$ cat config.mk
export PLATFORM = sky130hd
export DESIGN_NAME = svd_lane
export DESIGN_NICKNAME = d
export VERILOG_FILES = /design/src/rtl/svd_pkg.sv /design/src/rtl/svd_lane.sv
export SDC_FILE = /design/constraint.sdc
export NUM_CORES = 2
export LEC_CHECK = 0
export ABC_AREA = 1
export BUFFER_PORTS_ARGS = -buffer_cell sky130_fd_sc_hd__buf_2
export CAP_MARGIN = 20
export CORE_MARGIN = 1.5
export CORE_UTILIZATION = 30
export CTS_CLUSTER_DIAMETER = 100
export DETAILED_ROUTE_END_ITERATION = 8
export HOLD_SLACK_MARGIN = 0.05
export SLEW_MARGIN = 5
export SYNTH_ARGS = -nofsm -noshare
export SYNTH_HDL_FRONTEND = slang
export SYNTH_SLANG_ARGS = --single-unit
$ cat constraint.sdc
create_clock -name clk -period 3.3 [get_ports clk]
set_input_delay 0.66 -clock clk [delete_from_list [all_inputs] [get_ports clk]]
set_output_delay 0.66 -clock clk [all_outputs]
set_load 0.02 [all_outputs]
$ cat src/rtl/svd_pkg.sv
// Shared types and constants for the stereo vibrato delay core.
// Used by svd_ctrl, svd_lane and stereo_vibrato_delay_core; no dependencies.
package svd_pkg;

  localparam int SAMPLE_W  = 24;
  localparam int RATE_W    = 16;
  localparam int CFG_W     = 16;
  localparam int CFG_IDX_W = 1;

  localparam logic [CFG_IDX_W-1:0] REG_EFFECT_ENABLE = 1'd0;
  localparam logic [CFG_IDX_W-1:0] REG_RATE_DIVIDER  = 1'd1;

  // Per-frame control that the sequencer hands to each channel lane.
  typedef struct packed {
    logic take;     // a frame transfer happens this cycle
    logic write;    // store the sample into the delay line
    logic bypass;   // pass the sample through unchanged
    logic forward;  // read address equals the write address of this frame
    logic stored;   // read address has been written since reset
  } lane_ctl_t;

endpackage

$ cat src/rtl/svd_lane.sv
// One channel lane: circular delay line memory with registered read and
// same-address forwarding. Depends on svd_pkg.
module svd_lane #(
  parameter int DELAY_DEPTH = 154,
  parameter int PTR_W       = $clog2(DELAY_DEPTH)
) (
  input  logic                                clk,
  input  svd_pkg::lane_ctl_t                  ctl,
  input  logic [PTR_W-1:0]                    wr_addr,
  input  logic [PTR_W-1:0]                    rd_addr,
  input  logic signed [svd_pkg::SAMPLE_W-1:0] din,
  output logic signed [svd_pkg::SAMPLE_W-1:0] dout
);

  logic [svd_pkg::SAMPLE_W-1:0] mem [DELAY_DEPTH];
  logic [svd_pkg::SAMPLE_W-1:0] rd_data;
  logic [svd_pkg::SAMPLE_W-1:0] din_q;
  logic                         pass_q;
  logic                         stored_q;

  always_ff @(posedge clk) begin
    if (ctl.write) begin
      mem[wr_addr] <= din;
    end
    if (ctl.take) begin
      rd_data <= mem[rd_addr];
    end
  end

  // A read of the entry written by the same frame takes the incoming sample.
  always_ff @(posedge clk) begin
    if (ctl.take) begin
      din_q    <= din;
      pass_q   <= ctl.bypass || ctl.forward;
      stored_q <= ctl.stored;
    end
  end

  always_comb begin
    if (pass_q) begin
      dout = din_q;
    end else if (stored_q) begin
      dout = rd_data;
    end else begin
      dout = '0;
    end
  end

endmodule

==> metrics.txt <==
final setup fails=0; slew at the pin with the worst max-slew slack=1010 ps; vias in the first global route=93900; via count=100000; Non-Filler Instances=19500; Max-slew headroom=0.325; Synth cell types=21; crit path capture type=output pin; WP depth=4; clk_lat worst skew=990 ps; clk_skew=64.8 ps; area leader, netlist=edfxtp_1; crit path cell chain=clkinvlp_4 -> nand3_1 -> nand2_1 -> buf_2; layout cells sized above 1=0.119; io pins=70; sequential element share of the synthesized area=0.749; arrival time at the worst endpoint=2490 ps; DRT Pass-1 Iters=6; Yosys reg bits=3746; global-route wire length before repair=673000 um; fin. max-slew vios=0; Buf+Inv Stages, Crit Path=2; largest net degree at the start of global routing=119; Via-to-Cell Ratio=5.13; H-tree level count=5; Top Family by Delay on Critical Path=buffers and inverters; FILL cells=47900; Synthesized Nets=12100; Mapped Cells=12100; fin nets=12500; Cell Area, Synth=150000 sq um; Port Buffers=69; die width=710 um; worst hold path type=in -> reg; maximum VDD drop=408 uV; Yosys warnings=0; Area growth syn-to-layout=17.1%; f_max=318 MHz; failing checks=antenna violations; initial core utilization=0.301; crit share post-route=0.953; placed insts=18800; CTS root buffer=clkbuf_16; Critical Path RT=2640 ps; Core Area=498000 sq um; Final Core Density=0.353; clock sink count=3746; status=finished, violations left; Power Density=584 nW/um^2; Initial DRC Count=13000; initial antenna violation count=34; Startpoint Class=register; DPL Wire Length=283000 um; Die Span Y=710 um; die area=505000 sq um; RePlAce Congestion=0.944; Wirelength per Cell=24.1 um; critical path fanouts, max=17; Max clock buf depth=4; RSZ-0062 raised after global routing=false; share of the synthesized area in the top cell type=0.749; GRT Overall Usage=0.180; Hold Fails Final Rpt=0; # DRC=0; CTS tree=built; worst reg2reg path depth=10; most frequent cells in the layout=3746 x edfxtp_1, 3354 x nand2_1, 3092 x nand3_1; Synth Area per Inst=12.4 sq um; slowest CP cell=edfxtp_1; fin crit period=3150 ps; total length of routed wires=469000 um; Clk pin slew, worst setup/hold paths=70 ps; Worst Hold Depth=1; maxcap violations=0; P_leak=60.1 nW; Core Rows=259; Worst Setup Path Type=reg -> out; GR Overflow Total=0; top post-synthesis cells by area=edfxtp_1 75%, nand3_1 10%, nand2_1 8.4%; remaining antenna violation count=1; max incr delay on CP=410 ps; cts bufs inserted=385; commonest non-fill, non-tap cell in the layout=edfxtp_1
logic make-up after synthesis:
logic type	after synthesis	share of synthesized area
AOI/OAI and AO/OA	528	0.0201
buffers and inverters	865	0.0309
DFF	3746	0.749
and+or+nand+nor	6963	0.200
synthesized netlist by cell type:
library cell,instances
o211ai_1,48
buf_6,90
or2_2,1
nand3_1,3092
buf_1,67
inv_2,2
clkbuf_1,337
inv_1,31
buf_4,109
o21ai_1,26
o21ai_0,310
nand2_1,3354
nand4_1,1
edfxtp_1,3746
o221ai_1,28
buf_12,1
nor2_1,515
buf_2,224
clkbuf_4,2
clkinv_1,2
o22ai_1,116
through the flow:
stage	setup slack, ps	TNS, ps	area [sq um]	hold slack [ps]	total power, mW
global route	83.8	0	176000	84.0	105
floorplan	464	0	150000	721	56.8
detailed placement	-82.4	-371	163000	849	60.6
global placement	-116	-372	163000	845	60.5
finish	154	0	176000	112	103
CTS	27.1	0	176000	61.9	103
power by group:
| part | switching (mW) | total [mW] | internal, mW | leakage [nW] |
|---|---|---|---|---|
| sequential | 0.130 | 52.6 | 52.5 | 33.7 |
| clock | 18.5 | 43.0 | 24.5 | 5.99 |
| combinational | 5.09 | 7.07 | 1.98 | 20.4 |
final timing paths:
kind,start,to,slack (ps)
worst min register to register,mem[153][13]$_DFFE_PP_,rd_data[13]$_DFFE_PP_,920
worst min-delay path,din[6],mem[115][6]$_DFFE_PP_,110
worst max-delay path,pass_q$_DFFE_PP_,dout[4],150
worst max register to register,mem[113][16]$_DFFE_PP_,rd_data[16]$_DFFE_PP_,890
what timing repair did:
action,CTS,global route
pin swaps,0,0
hold buffers,3,0
endpoints found under the setup margin,1,2
gates resized for setup,1,0
buffers inserted,0,1
hold endpoints to repair,2,0
layout make-up:
cell class	instances	area, sq um	share of cell area
inverters	35	168	0.000954
diodes	35	87.6	0.000498
repair buffers	838	9020	0.0513
multi-input cells	7491	33400	0.190
clock inverters	220	2240	0.0128
clock buffers	470	10000	0.0571
flip-flops and latches	3746	112000	0.640
well taps	6655	8330	0.0474
per-layer routing:
metal  track usage  vias to the layer above  share of wire  wire (um)
li1              -                    44400              -          -
met1         0.245                    49900           0.40     188000
met2         0.277                     4984           0.45     210000
met3        0.0417                      752           0.11      49600
met4        0.0744                       16          0.045      21200
met5             0                        -        0.00023        107
registers in the layout, summed over array words and instances, names as in the netlist:
name,cells
mem,3696
stored_q,1
din_q,24
rd_data,24
pass_q,1
Note: power is estimated with default switching activity, not from simulation.
