## src/rtl/svd_pkg.sv

```systemverilog
// Shared types and constants for the stereo vibrato delay core.
// Used by svd_ctrl, svd_lane and stereo_vibrato_delay_core; no dependencies.
package svd_pkg;

  localparam int SAMPLE_W  = 24;
  localparam int RATE_W    = 16;
  localparam int CFG_W     = 16;
  localparam int CFG_IDX_W = 1;

  localparam logic [CFG_IDX_W-1:0] REG_EFFECT_ENABLE = 1'd0;
  localparam logic [CFG_IDX_W-1:0] REG_RATE_DIVIDER  = 1'd1;

  // Per-frame control that the sequencer hands to each channel lane.
  typedef struct packed {
    logic take;     // a frame transfer happens this cycle
    logic write;    // store the sample into the delay line
    logic bypass;   // pass the sample through unchanged
    logic forward;  // read address equals the write address of this frame
    logic stored;   // read address has been written since reset
  } lane_ctl_t;

endpackage

```

## src/rtl/svd_ctrl.sv

```systemverilog
// Modulation sequencer: rate counter, sine phase, offset ROM and delay line pointer.
// Produces the write and read addresses shared by both channel lanes.
// Depends on svd_pkg.
module svd_ctrl #(
  parameter int DELAY_DEPTH  = 154,
  parameter int SINE_ENTRIES = 256,
  parameter int PTR_W        = $clog2(DELAY_DEPTH),
  parameter int PH_W         = $clog2(SINE_ENTRIES)
) (
  input  logic                        clk,
  input  logic                        rst,
  input  logic                        accept,
  input  logic                        effect_enable,
  input  logic [svd_pkg::RATE_W-1:0]  rate_divider,
  output logic [PTR_W-1:0]            wr_addr,
  output logic [PTR_W-1:0]            rd_addr,
  output svd_pkg::lane_ctl_t          ctl
);

  localparam logic [63:0] Q30_ONE = 64'd1073741824;
  localparam logic [63:0] PI_Q30  = 64'd3373259426;
  localparam logic [63:0] N_ENT   = 64'(SINE_ENTRIES);
  localparam logic [63:0] N_DEP   = 64'(DELAY_DEPTH);

  logic [PTR_W-1:0] offset_rom [SINE_ENTRIES];

  // Offset table, built at elaboration from a fixed-point Taylor series of the sine.
  for (genvar p = 0; p < SINE_ENTRIES; p++) begin : g_rom
    localparam logic [63:0] A0  = 64'(2 * p);
    localparam bit          NEG = (A0 >= N_ENT);
    localparam logic [63:0] A1  = NEG ? (A0 - N_ENT) : A0;
    localparam logic [63:0] A   = (2 * A1 > N_ENT) ? (N_ENT - A1) : A1;
    localparam logic [63:0] X   = (PI_Q30 * A) / N_ENT;
    localparam logic [63:0] X2  = (X * X) >> 30;
    localparam logic [63:0] T1  = ((X  * X2) >> 30) / 64'd6;
    localparam logic [63:0] T2  = ((T1 * X2) >> 30) / 64'd20;
    localparam logic [63:0] T3  = ((T2 * X2) >> 30) / 64'd42;
    localparam logic [63:0] T4  = ((T3 * X2) >> 30) / 64'd72;
    localparam logic [63:0] T5  = ((T4 * X2) >> 30) / 64'd110;
    localparam logic [63:0] T6  = ((T5 * X2) >> 30) / 64'd156;
    localparam logic [63:0] T7  = ((T6 * X2) >> 30) / 64'd210;
    localparam logic [63:0] T8  = ((T7 * X2) >> 30) / 64'd272;
    localparam logic [63:0] SUM = X - T1 + T2 - T3 + T4 - T5 + T6 - T7 + T8;
    localparam logic [63:0] SER = (SUM > Q30_ONE) ? Q30_ONE : SUM;
    localparam logic [63:0] S   = (A == 64'd0)         ? 64'd0 :
                                  (2 * A == N_ENT)     ? Q30_ONE :
                                  (6 * A == N_ENT)     ? (Q30_ONE / 2) : SER;
    localparam logic [63:0] V   = NEG ? (Q30_ONE - S) : (Q30_ONE + S);
    localparam logic [63:0] OFF = ((V * N_DEP) >> 31) % N_DEP;
    assign offset_rom[p] = OFF[PTR_W-1:0];
  end

  logic [svd_pkg::RATE_W-1:0] rate_count, rate_count_next;
  logic [PH_W-1:0]            phase, phase_next;
  logic [PTR_W-1:0]           wr_ptr, wr_ptr_next;
  logic                       full, full_next;
  logic                       step;
  logic                       wrap;
  logic [PTR_W-1:0]           offset;
  logic [PTR_W:0]             rd_sum;
  logic                       advance;

  assign advance = accept && effect_enable;
  assign step    = (rate_count >= rate_divider);
  assign wrap    = (wr_ptr == PTR_W'(DELAY_DEPTH - 1));

  always_comb begin
    rate_count_next = step ? '0 : rate_count + 1'b1;
    if (step) begin
      phase_next = (phase == PH_W'(SINE_ENTRIES - 1)) ? '0 : phase + 1'b1;
    end else begin
      phase_next = phase;
    end
    wr_ptr_next = wrap ? '0 : wr_ptr + 1'b1;
    full_next   = full || wrap;
  end

  // The phase is stepped before the lookup, so the offset uses the new phase.
  assign offset  = offset_rom[phase_next];
  assign rd_sum  = {1'b0, wr_ptr_next} + {1'b0, offset};
  assign wr_addr = wr_ptr;

  always_comb begin
    if (rd_sum >= (PTR_W + 1)'(DELAY_DEPTH)) begin
      rd_addr = PTR_W'(rd_sum - (PTR_W + 1)'(DELAY_DEPTH));
    end else begin
      rd_addr = rd_sum[PTR_W-1:0];
    end
  end

  // Writes sweep the line in order from entry zero, so an entry is written
  // once the line has wrapped or the entry lies at or below the write pointer.
  always_comb begin
    ctl.take    = accept;
    ctl.write   = advance;
    ctl.bypass  = !effect_enable;
    ctl.forward = (rd_addr == wr_ptr);
    ctl.stored  = full || (rd_addr <= wr_ptr);
  end

  always_ff @(posedge clk) begin
    if (rst) begin
      rate_count <= '0;
      phase      <= '0;
      wr_ptr     <= '0;
      full       <= 1'b0;
    end else if (advance) begin
      rate_count <= rate_count_next;
      phase      <= phase_next;
      wr_ptr     <= wr_ptr_next;
      full       <= full_next;
    end
  end

endmodule

```

## config.mk

```make
export PLATFORM = sky130hd
export DESIGN_NAME = svd_ctrl
export DESIGN_NICKNAME = d
export VERILOG_FILES = /design/src/rtl/svd_pkg.sv /design/src/rtl/svd_ctrl.sv
export SDC_FILE = /design/constraint.sdc
export NUM_CORES = 1
export LEC_CHECK = 0
export BUFFER_PORTS_ARGS = -buffer_cell sky130_fd_sc_hd__buf_2
export CAP_MARGIN = 20
export CORE_AREA = 4 4 96 98
export DETAILED_ROUTE_END_ITERATION = 7
export DIE_AREA = 0 0 100 102
export PLACE_DENSITY = 0.77
export SETUP_SLACK_MARGIN = 0.15
export SLEW_MARGIN = 40
export SYNTH_ARGS = -nofsm -noshare
export SYNTH_HDL_FRONTEND = slang
export SYNTH_SLANG_ARGS = --single-unit
```

## constraint.sdc

```tcl
create_clock -name clk -period 7.6 [get_ports clk]
set_input_delay 0.38 -clock clk [delete_from_list [all_inputs] [get_ports clk]]
set_output_delay 0.38 -clock clk [all_outputs]
set_load 0.03 [all_outputs]
```

==> impl_metrics.prom, run 1 <==
# TYPE chip_impl_metric gauge
chip_impl_metric{name="fmax",unit="MHz"} 132
chip_impl_info{name="final_common_cell",value="buf_4"} 1
chip_impl_metric{name="postPlaceCellArea",unit="sq mm"} 0.00537
chip_impl_metric{name="drv.max_cap_violation_count",unit=""} 0
chip_impl_metric{name="postRouteWirelength",unit="um"} 15800
chip_impl_info{name="tritoncts_clock_tree",value="built"} 1
chip_impl_metric{name="drt_iter0_drc",unit=""} 473
chip_impl_metric{name="drtPass1Iterations",unit=""} 7
chip_impl_metric{name="antenna-diode-count",unit=""} 0
chip_impl_metric{name="timing.critical_path.buf_inv",unit=""} 9
chip_impl_metric{name="nets",unit=""} 812
chip_impl_metric{name="antenna_violations_before_repair",unit=""} 0
chip_impl_metric{name="layout.core_utilization",unit="%"} 71.4
chip_impl_metric{name="synth_sequential_area_ratio",unit="%"} 14.5
chip_impl_metric{name="syn-num-nets",unit=""} 719
chip_impl_info{name="rsz_0062_raised_after_global_routing",value="true"} 1
chip_impl_info{name="min_path_type",value="input pin to flip-flop"} 1
chip_impl_metric{name="worst_hold_slack",unit="ns"} 0.451
chip_impl_metric{name="slowest_delay",unit="ns"} 0.49
chip_impl_metric{name="die_area",unit="sq mm"} 0.0102
chip_impl_metric{name="drv_slew",unit=""} 0
chip_impl_metric{name="grtUsageTotal",unit="%"} 30.4
chip_impl_metric{name="io_buffer_count",unit=""} 40
chip_impl_metric{name="power_density",unit="mW/mm^2"} 89.1
chip_impl_info{name="cp_slowest_cell",value="a2111o_1"} 1
chip_impl_info{name="worstSetupStartpoint",value="rate_count[0]"} 1
chip_impl_metric{name="seq_power_share",unit="%"} 33.0
chip_impl_metric{name="layout.cells.non_filler",unit=""} 852
chip_impl_metric{name="htreeDepth",unit=""} 2
chip_impl_info{name="critical_path.endpoint_type",value="output port"} 1
chip_impl_metric{name="ys_seq_elements",unit=""} 33
chip_impl_metric{name="power_switching",unit="uW"} 185
chip_impl_info{name="cp_common_cell",value="a21oi_2"} 1
chip_impl_metric{name="wire_length_of_the_first_global_routing_pass",unit="um"} 25300
chip_impl_metric{name="arrival",unit="ns"} 7.20
chip_impl_metric{name="syn-instance-count",unit=""} 650
chip_impl_metric{name="finalSetupViolations",unit=""} 0
chip_impl_metric{name="number_of_synthesis_warnings",unit=""} 0
chip_impl_metric{name="portion_of_total_power_attributed_to_combinational_logic",unit="%"} 34.9
chip_impl_metric{name="fin_worst_skew",unit="ns"} 0.00308
chip_impl_metric{name="cts.sink_count",unit=""} 33
chip_impl_metric{name="cts.path.max_buffers",unit=""} 2
chip_impl_metric{name="report.final.hold_viol_count",unit=""} 0
chip_impl_metric{name="async_flop_share",unit="%"} 0
chip_impl_info{name="critical_path.startpoint_type",value="flip-flop"} 1
chip_impl_metric{name="via_per_inst",unit=""} 6.46
chip_impl_metric{name="worst_skew_pair.late_latency",unit="ns"} 0.29
chip_impl_info{name="startpoint_of_the_worst_register_to_register_path",value="rate_count[0]"} 1
chip_impl_metric{name="final_period_minus_worst_setup_slack",unit="ns"} 7.58
chip_impl_metric{name="finish.instance_area",unit="sq mm"} 0.00605
chip_impl_metric{name="gp_routability_congestion",unit=""} 1.00
chip_impl_metric{name="worst_slew_margin_rel",unit="%"} 55.3
chip_impl_info{name="ctsRootBufferMaster",value="clkbuf_8"} 1
chip_impl_metric{name="fin_crit_sh",unit="%"} 99.7
chip_impl_metric{name="synth-edff-count",unit=""} 0
chip_impl_info{name="result_of_the_run",value="completed"} 1
chip_impl_metric{name="placed_cells",unit=""} 815
chip_impl_metric{name="grt_remaining_overflow",unit=""} 0
chip_impl_metric{name="detail_route.drc_violations",unit=""} 0
chip_impl_info{name="worstSetupPathType",value="flip-flop to output port"} 1
chip_impl_metric{name="syn2layout_area_growth",unit="%"} 32.6
chip_impl_metric{name="postRouteAntennaNets",unit=""} 0
chip_impl_metric{name="grt_start_max_net_pins",unit=""} 23
chip_impl_metric{name="grt_pass1_vias",unit=""} 5105
chip_impl_metric{name="ir_drop",unit="uV"} 88.1
chip_impl_metric{name="leakage",unit="nW"} 2.46
chip_impl_info{name="cpLargestDelayFamily",value="compound AO/OA/AOI/OAI gates"} 1
chip_impl_metric{name="die-height",unit="um"} 102
chip_impl_metric{name="yosysUniqueCellTypes",unit=""} 81
chip_impl_metric{name="start_util",unit="%"} 53.9
chip_impl_metric{name="worst-slew-pin-transition",unit="ns"} 0.665
chip_impl_metric{name="maximum_net_fanout_on_the_critical_path",unit=""} 4
chip_impl_metric{name="placeableCoreArea",unit="sq mm"} 0.00847
chip_impl_metric{name="required",unit="ns"} 7.22
chip_impl_metric{name="detailroute.via_count",unit=""} 5507
chip_impl_metric{name="io_pins",unit=""} 41
chip_impl_metric{name="drive_gt1_share",unit="%"} 30.9
chip_impl_info{name="synth_flop_type",value="dfxtp_1"} 1
chip_impl_metric{name="netlist_area",unit="sq mm"} 0.00456
chip_impl_info{name="timing.hold.worst.start",value="rst"} 1
chip_impl_metric{name="dpl_wire_length",unit="um"} 11500
chip_impl_metric{name="postCtsHoldBufs",unit=""} 0
chip_impl_info{name="mostFrequentLayoutCells",value="77 x buf_4, 69 x nand2_1, 60 x nor2_1, 49 x a21oi_1, 38 x buf_2"} 1
chip_impl_metric{name="synth.avg_cell_area",unit="sq um"} 7.02
chip_impl_metric{name="cts_buffers",unit=""} 5
chip_impl_metric{name="fp.dieW",unit="um"} 100
chip_impl_metric{name="clock_power_share",unit="%"} 32.1
chip_impl_metric{name="detailed_route_wire_length_per_cell",unit="um"} 18.6
chip_impl_metric{name="rows",unit=""} 34
chip_impl_metric{name="clk_transition_reported_paths",unit="ns"} 0.07
chip_impl_metric{name="switching_share",unit="%"} 34.4
chip_impl_metric{name="p_int",unit="uW"} 353
## flip-flops by register name, indices dropped and copies added (netlist names)
register,count
wr_addr,8
full,1
phase,8
rate_count,16
## power groups by stage
| stage | combinational (mW) | sequential, mW | clock [mW] |
|---|---|---|---|
| final | 0.188 | 0.178 | 0.173 |
| after global routing | 0.206 | 0.178 | 0.180 |
| after CTS | 0.181 | 0.178 | 0.173 |
| after detailed placement | 0.165 | 0.182 | 0 |
| after global placement | 0.160 | 0.182 | 0 |
| after floorplan | 0.115 | 0.182 | 0 |
## synth_stat cells, drive strengths merged, types with 5 or more instances
cell type / n / area, sq um
nand2: 70 / 263
nor2: 66 / 258
a21oi: 63 / 315
ha: 48 / 601
inv: 43 / 161
o21ai: 41 / 209
dfxtp: 33 / 661
nand3: 25 / 130
clkbuf: 23 / 86.3
nor3: 21 / 110
xnor2: 20 / 183
xor2: 18 / 165
buf: 16 / 90.1
nand4: 11 / 75.1
o221ai: 11 / 96.3
a211oi: 10 / 92.6
a31oi: 9 / 62.6
o211ai: 9 / 72.6
a21o: 7 / 52.6
a311oi: 7 / 61.3
nor4: 6 / 52.6
o31ai: 6 / 45.0
or3: 6 / 37.5
a21boi: 5 / 37.5
o2111ai: 5 / 43.8
o21bai: 5 / 37.5
o22ai: 5 / 31.3
## path summary, 6_finish.rpt
check,slack (ns),cells past startpoint,end
setup / recovery,0.02,40,ctl[0]
hold / removal,0.45,2,phase[1]
setup reg to reg,4.62,11,rate_count[8]
hold reg to reg,0.49,2,wr_addr[7]
## layout make-up
type / count / area, sq um
Clock buffer: 5 / 68.8
Clock inverter: 3 / 46.3
Fill cell: 660 / 2420
Inverter: 43 / 171
Multi-Input combinational cell: 535 / 4060
Sequential cell: 33 / 668
Tap cell: 108 / 135
Timing Repair Buffer: 125 / 898
## worst register-to-register path: stages (launching register included)
cell	delay [ns]
dfxtp_2	0.34
inv_2	0.04
ha_4	0.22
nand2b_4	0.13
a2111o_1	0.49
a31o_4	0.32
buf_4	0.15
buf_4	0.14
nor2_2	0.33
nor2_1	0.14
or2_2	0.45
nor2_1	0.16
## kinds of logic after synthesis
family	after synthesis	synth area share, %
buffers and inverters	82	7.41
AO/OA/AOI/OAI	221	32.9
adder cells (fa/ha/maj)	49	13.6
flip-flops	33	14.5
AND/OR/NAND/NOR	223	23.0
XOR/XNOR	38	7.63
multiplexers	4	0.905
## per-stage QoR
step	TNS [ns]	setup WS [ns]	total power, mW
after CTS	0	0.0786	0.532
after global routing	-0.395	-0.395	0.564
after global placement	0	0.0142	0.342
after floorplan	0	0.157	0.297
after detailed placement	-0.101	-0.101	0.347
final	0	0.0248	0.539
## routing by layer
| metal | GRT usage [%] | vias to the layer above | part of all wire [%] |
|---|---|---|---|
| li1 | - | 2586 | - |
| met1 | 37.7 | 2546 | 39 |
| met2 | 54.3 | 298 | 50 |
| met3 | 2.94 | 77 | 7.3 |
| met4 | 12.1 | 0 | 4.2 |
| met5 | 0 | - | 0 |
## repair_timing
action | 4_1_cts | 5_1_grt
gates resized for setup | 43 | 30
pin swaps | 35 | 14
setup endpoints to repair | 2 | 2
buffers inserted | 24 | 5
hold endpoints to repair | 0 | 0
No activity file was read; power rests on OpenSTA's default activity.
==> inputs of run 2 (changes only) <==
- MAX_ROUTING_LAYER: default -> met4
==> run 2 against run 1 <==
The run now ends with setup timing left. Clock power rose by 21%. Combinational power rose by 9%. Sequential power barely moved. Clock-buffer cell count did not move. Largest power group is now clock.
==> impl_metrics.prom, run 2 (synthesis results as in run 1) <==
# TYPE chip_impl_metric gauge
chip_impl_info{name="result_of_the_run",value="finished with violations"} 1
chip_impl_info{name="failed_checks",value="setup timing"} 1
chip_impl_metric{name="grt_start_max_net_pins",unit=""} 37
chip_impl_metric{name="arrival",unit="ns"} 7.31
chip_impl_info{name="tritoncts_clock_tree",value="built"} 1
chip_impl_metric{name="via_per_inst",unit=""} 6.45
chip_impl_metric{name="power_after_layout",unit="uW"} 592
chip_impl_info{name="final_common_cell",value="buf_4"} 1
chip_impl_metric{name="final_period_minus_worst_setup_slack",unit="ns"} 7.69
chip_impl_metric{name="io_buffer_count",unit=""} 40
chip_impl_metric{name="grtUsageTotal",unit="%"} 32.6
chip_impl_metric{name="wire_length_of_the_first_global_routing_pass",unit="um"} 26500
chip_impl_metric{name="io_pins",unit=""} 41
chip_impl_metric{name="worstRegToRegCells",unit=""} 11
chip_impl_metric{name="drv_slew",unit=""} 0
chip_impl_metric{name="syn2layout_area_growth",unit="%"} 34.3
chip_impl_metric{name="fin_crit_sh",unit="%"} 101
chip_impl_metric{name="detailroute.via_count",unit=""} 5493
chip_impl_metric{name="power_switching",unit="uW"} 197
chip_impl_metric{name="ir_drop",unit="uV"} 144
chip_impl_metric{name="portion_of_total_power_attributed_to_combinational_logic",unit="%"} 34.6
chip_impl_metric{name="final_critical_path_setup_slack",unit="ns"} -0.0880
chip_impl_metric{name="cts.sink_count",unit=""} 33
chip_impl_metric{name="report.final.hold_viol_count",unit=""} 0
chip_impl_metric{name="power_density",unit="mW/mm^2"} 96.6
chip_impl_metric{name="antenna-diode-count",unit=""} 0
chip_impl_metric{name="rows",unit=""} 34
chip_impl_metric{name="htreeDepth",unit=""} 2
chip_impl_metric{name="timing.critical_path.buf_inv",unit=""} 6
chip_impl_metric{name="whs_path_depth",unit=""} 2
chip_impl_metric{name="required",unit="ns"} 7.22
chip_impl_metric{name="detail_route.drc_violations",unit=""} 0
chip_impl_metric{name="clk_transition_reported_paths",unit="ns"} 0.08
chip_impl_info{name="startpoint_of_the_worst_register_to_register_path",value="rate_count[0]"} 1
chip_impl_metric{name="postRouteWirelength",unit="um"} 16400
chip_impl_metric{name="drt_iter0_drc",unit=""} 479
chip_impl_metric{name="p_int",unit="uW"} 395
chip_impl_metric{name="worst_slew_margin_rel",unit="%"} 55.5
chip_impl_metric{name="nets",unit=""} 811
chip_impl_metric{name="worst-slew-pin-transition",unit="ns"} 0.662
chip_impl_info{name="min_path_type",value="input pin to flip-flop"} 1
chip_impl_metric{name="start_util",unit="%"} 53.9
chip_impl_info{name="critical_path.endpoint_type",value="output port"} 1
chip_impl_info{name="largest_reg_by_ff_count",value="rate_count"} 1
chip_impl_metric{name="postRouteAntennaNets",unit=""} 0
chip_impl_metric{name="clock_power_share",unit="%"} 35.3
chip_impl_info{name="timing.hold.worst.start",value="rst"} 1
chip_impl_metric{name="worst_skew_pair.late_latency",unit="ns"} 0.30
chip_impl_metric{name="reg2reg_setup_slack",unit="ns"} 4.59
chip_impl_metric{name="drv.max_cap_violation_count",unit=""} 0
chip_impl_metric{name="gp_routability_congestion",unit=""} 0.992
chip_impl_info{name="critical_path.startpoint_type",value="flip-flop"} 1
chip_impl_info{name="cp_common_cell",value="buf_4"} 1
chip_impl_metric{name="fmax",unit="MHz"} 130
chip_impl_metric{name="detailed_route_wire_length_per_cell",unit="um"} 19.3
chip_impl_metric{name="leakage",unit="nW"} 2.49
chip_impl_info{name="r2r_endpoint",value="rate_count[9]"} 1
chip_impl_info{name="cpLargestDelayFamily",value="compound AO/OA/AOI/OAI gates"} 1
chip_impl_metric{name="die_area",unit="sq mm"} 0.0102
chip_impl_metric{name="grt_remaining_overflow",unit=""} 0
chip_impl_info{name="rsz_0062_raised_after_global_routing",value="true"} 1
chip_impl_metric{name="slowest_delay",unit="ns"} 0.43
chip_impl_metric{name="maximum_net_fanout_on_the_critical_path",unit=""} 6
chip_impl_metric{name="postCtsHoldBufs",unit=""} 0
chip_impl_metric{name="switching_share",unit="%"} 33.3
chip_impl_metric{name="cts_buffers",unit=""} 5
chip_impl_metric{name="drive_gt1_share",unit="%"} 31.9
chip_impl_metric{name="drtPass1Iterations",unit=""} 6
chip_impl_metric{name="grt_pass1_vias",unit=""} 5376
chip_impl_metric{name="fp.dieW",unit="um"} 100
chip_impl_metric{name="die-height",unit="um"} 102
chip_impl_info{name="worstSetupPathType",value="flip-flop to output port"} 1
chip_impl_metric{name="placeableCoreArea",unit="sq mm"} 0.00847
chip_impl_metric{name="flip_flop_count_of_the_largest_register_after_layout",unit=""} 16
chip_impl_metric{name="antenna_violations_before_repair",unit=""} 0
chip_impl_info{name="mostFrequentLayoutCells",value="79 x buf_4, 66 x nand2_1, 60 x nor2_1, 52 x a21oi_1, 38 x buf_2"} 1
chip_impl_info{name="timing.hold.worst_endpoint",value="wr_addr[0]"} 1
chip_impl_metric{name="layout.core_utilization",unit="%"} 72.4
chip_impl_metric{name="seq_power_share",unit="%"} 30.0
chip_impl_info{name="cp_slowest_cell",value="nor4_4"} 1
chip_impl_metric{name="cts.path.max_buffers",unit=""} 2
chip_impl_info{name="ctsRootBufferMaster",value="clkbuf_8"} 1
chip_impl_metric{name="fin_worst_skew",unit="ns"} 0.00558
chip_impl_metric{name="dpl_wire_length",unit="um"} 11500
chip_impl_metric{name="finalSetupViolations",unit=""} 1
chip_impl_metric{name="finalSetupTns",unit="ns"} -0.0880
[run 2: cell count changes in the layout (fill, tap and decap cells not counted), moves of 3 or more]
cell | before | now
nand2_2 | 1 | 4
ha_1 | 37 | 33
nand2_1 | 69 | 66
ha_4 | 9 | 12
dfxtp_2 | 6 | 3
a21oi_2 | 14 | 11
a21oi_1 | 49 | 52
[run 2: metrics by stage]
stage,instance area [sq um],std cells,hold WS [ns],worst slack [ns]
after floorplan,4820,650,0.438,0.157
after global placement,5350,814,0.461,0.156
after detailed placement,5350,814,0.467,-0.129
after CTS,5970,847,0.456,0.118
after global routing,6130,851,0.505,-0.376
final,6130,851,0.460,-0.0880
[run 2: cell type report]
class                   instances  area [sq um]
clock inverters                 3          68.8
inverters                      43           176
well taps                     108           135
multi-input cells             535          4140
clock buffers                   5          68.8
repair buffers                124           871
flip-flops and latches         33           668
fillers                       692          2340
[run 2: metal layers]
metal | vias up | routed length (um) | part of all wire [%] | track usage [%]
met3 | 55 | 1090 | 6.7 | 3.62
met2 | 289 | 8230 | 50 | 56.3
li1 | 2582 | - | - | -
met5 | - | 0 | 0 | -
met1 | 2567 | 6520 | 40 | 39.4
met4 | 0 | 590 | 3.6 | 12.1
[run 2: power groups by stage]
stage                     Sequential, mW  Combinational (mW)  Clock [mW]
after global routing               0.178               0.220       0.215
after floorplan                    0.182               0.115           0
after CTS                          0.178               0.193       0.210
after global placement             0.182               0.159           0
final                              0.178               0.205       0.209
after detailed placement           0.182               0.165           0
[run 2: what timing repair did]
action	4_1_cts	5_1_grt
pin swaps	42	12
setup endpoints to repair	2	2
buffers inserted	25	4
gates resized for setup	57	25
[run 2: worst max-delay path by stage]
stage / startpoint / end / slack, ns / depth (start not counted)
after CTS: rate_count[0] / ctl[0] / 0.12 / 38
after detailed placement: rate_divider[11] / ctl[0] / -0.13 / 38
after global placement: rate_divider[0] / ctl[0] / 0.16 / 35
after floorplan: rate_divider[0] / ctl[0] / 0.16 / 37
final: rate_count[11] / ctl[0] / -0.09 / 39
after global routing: rate_count[9] / ctl[0] / -0.38 / 33
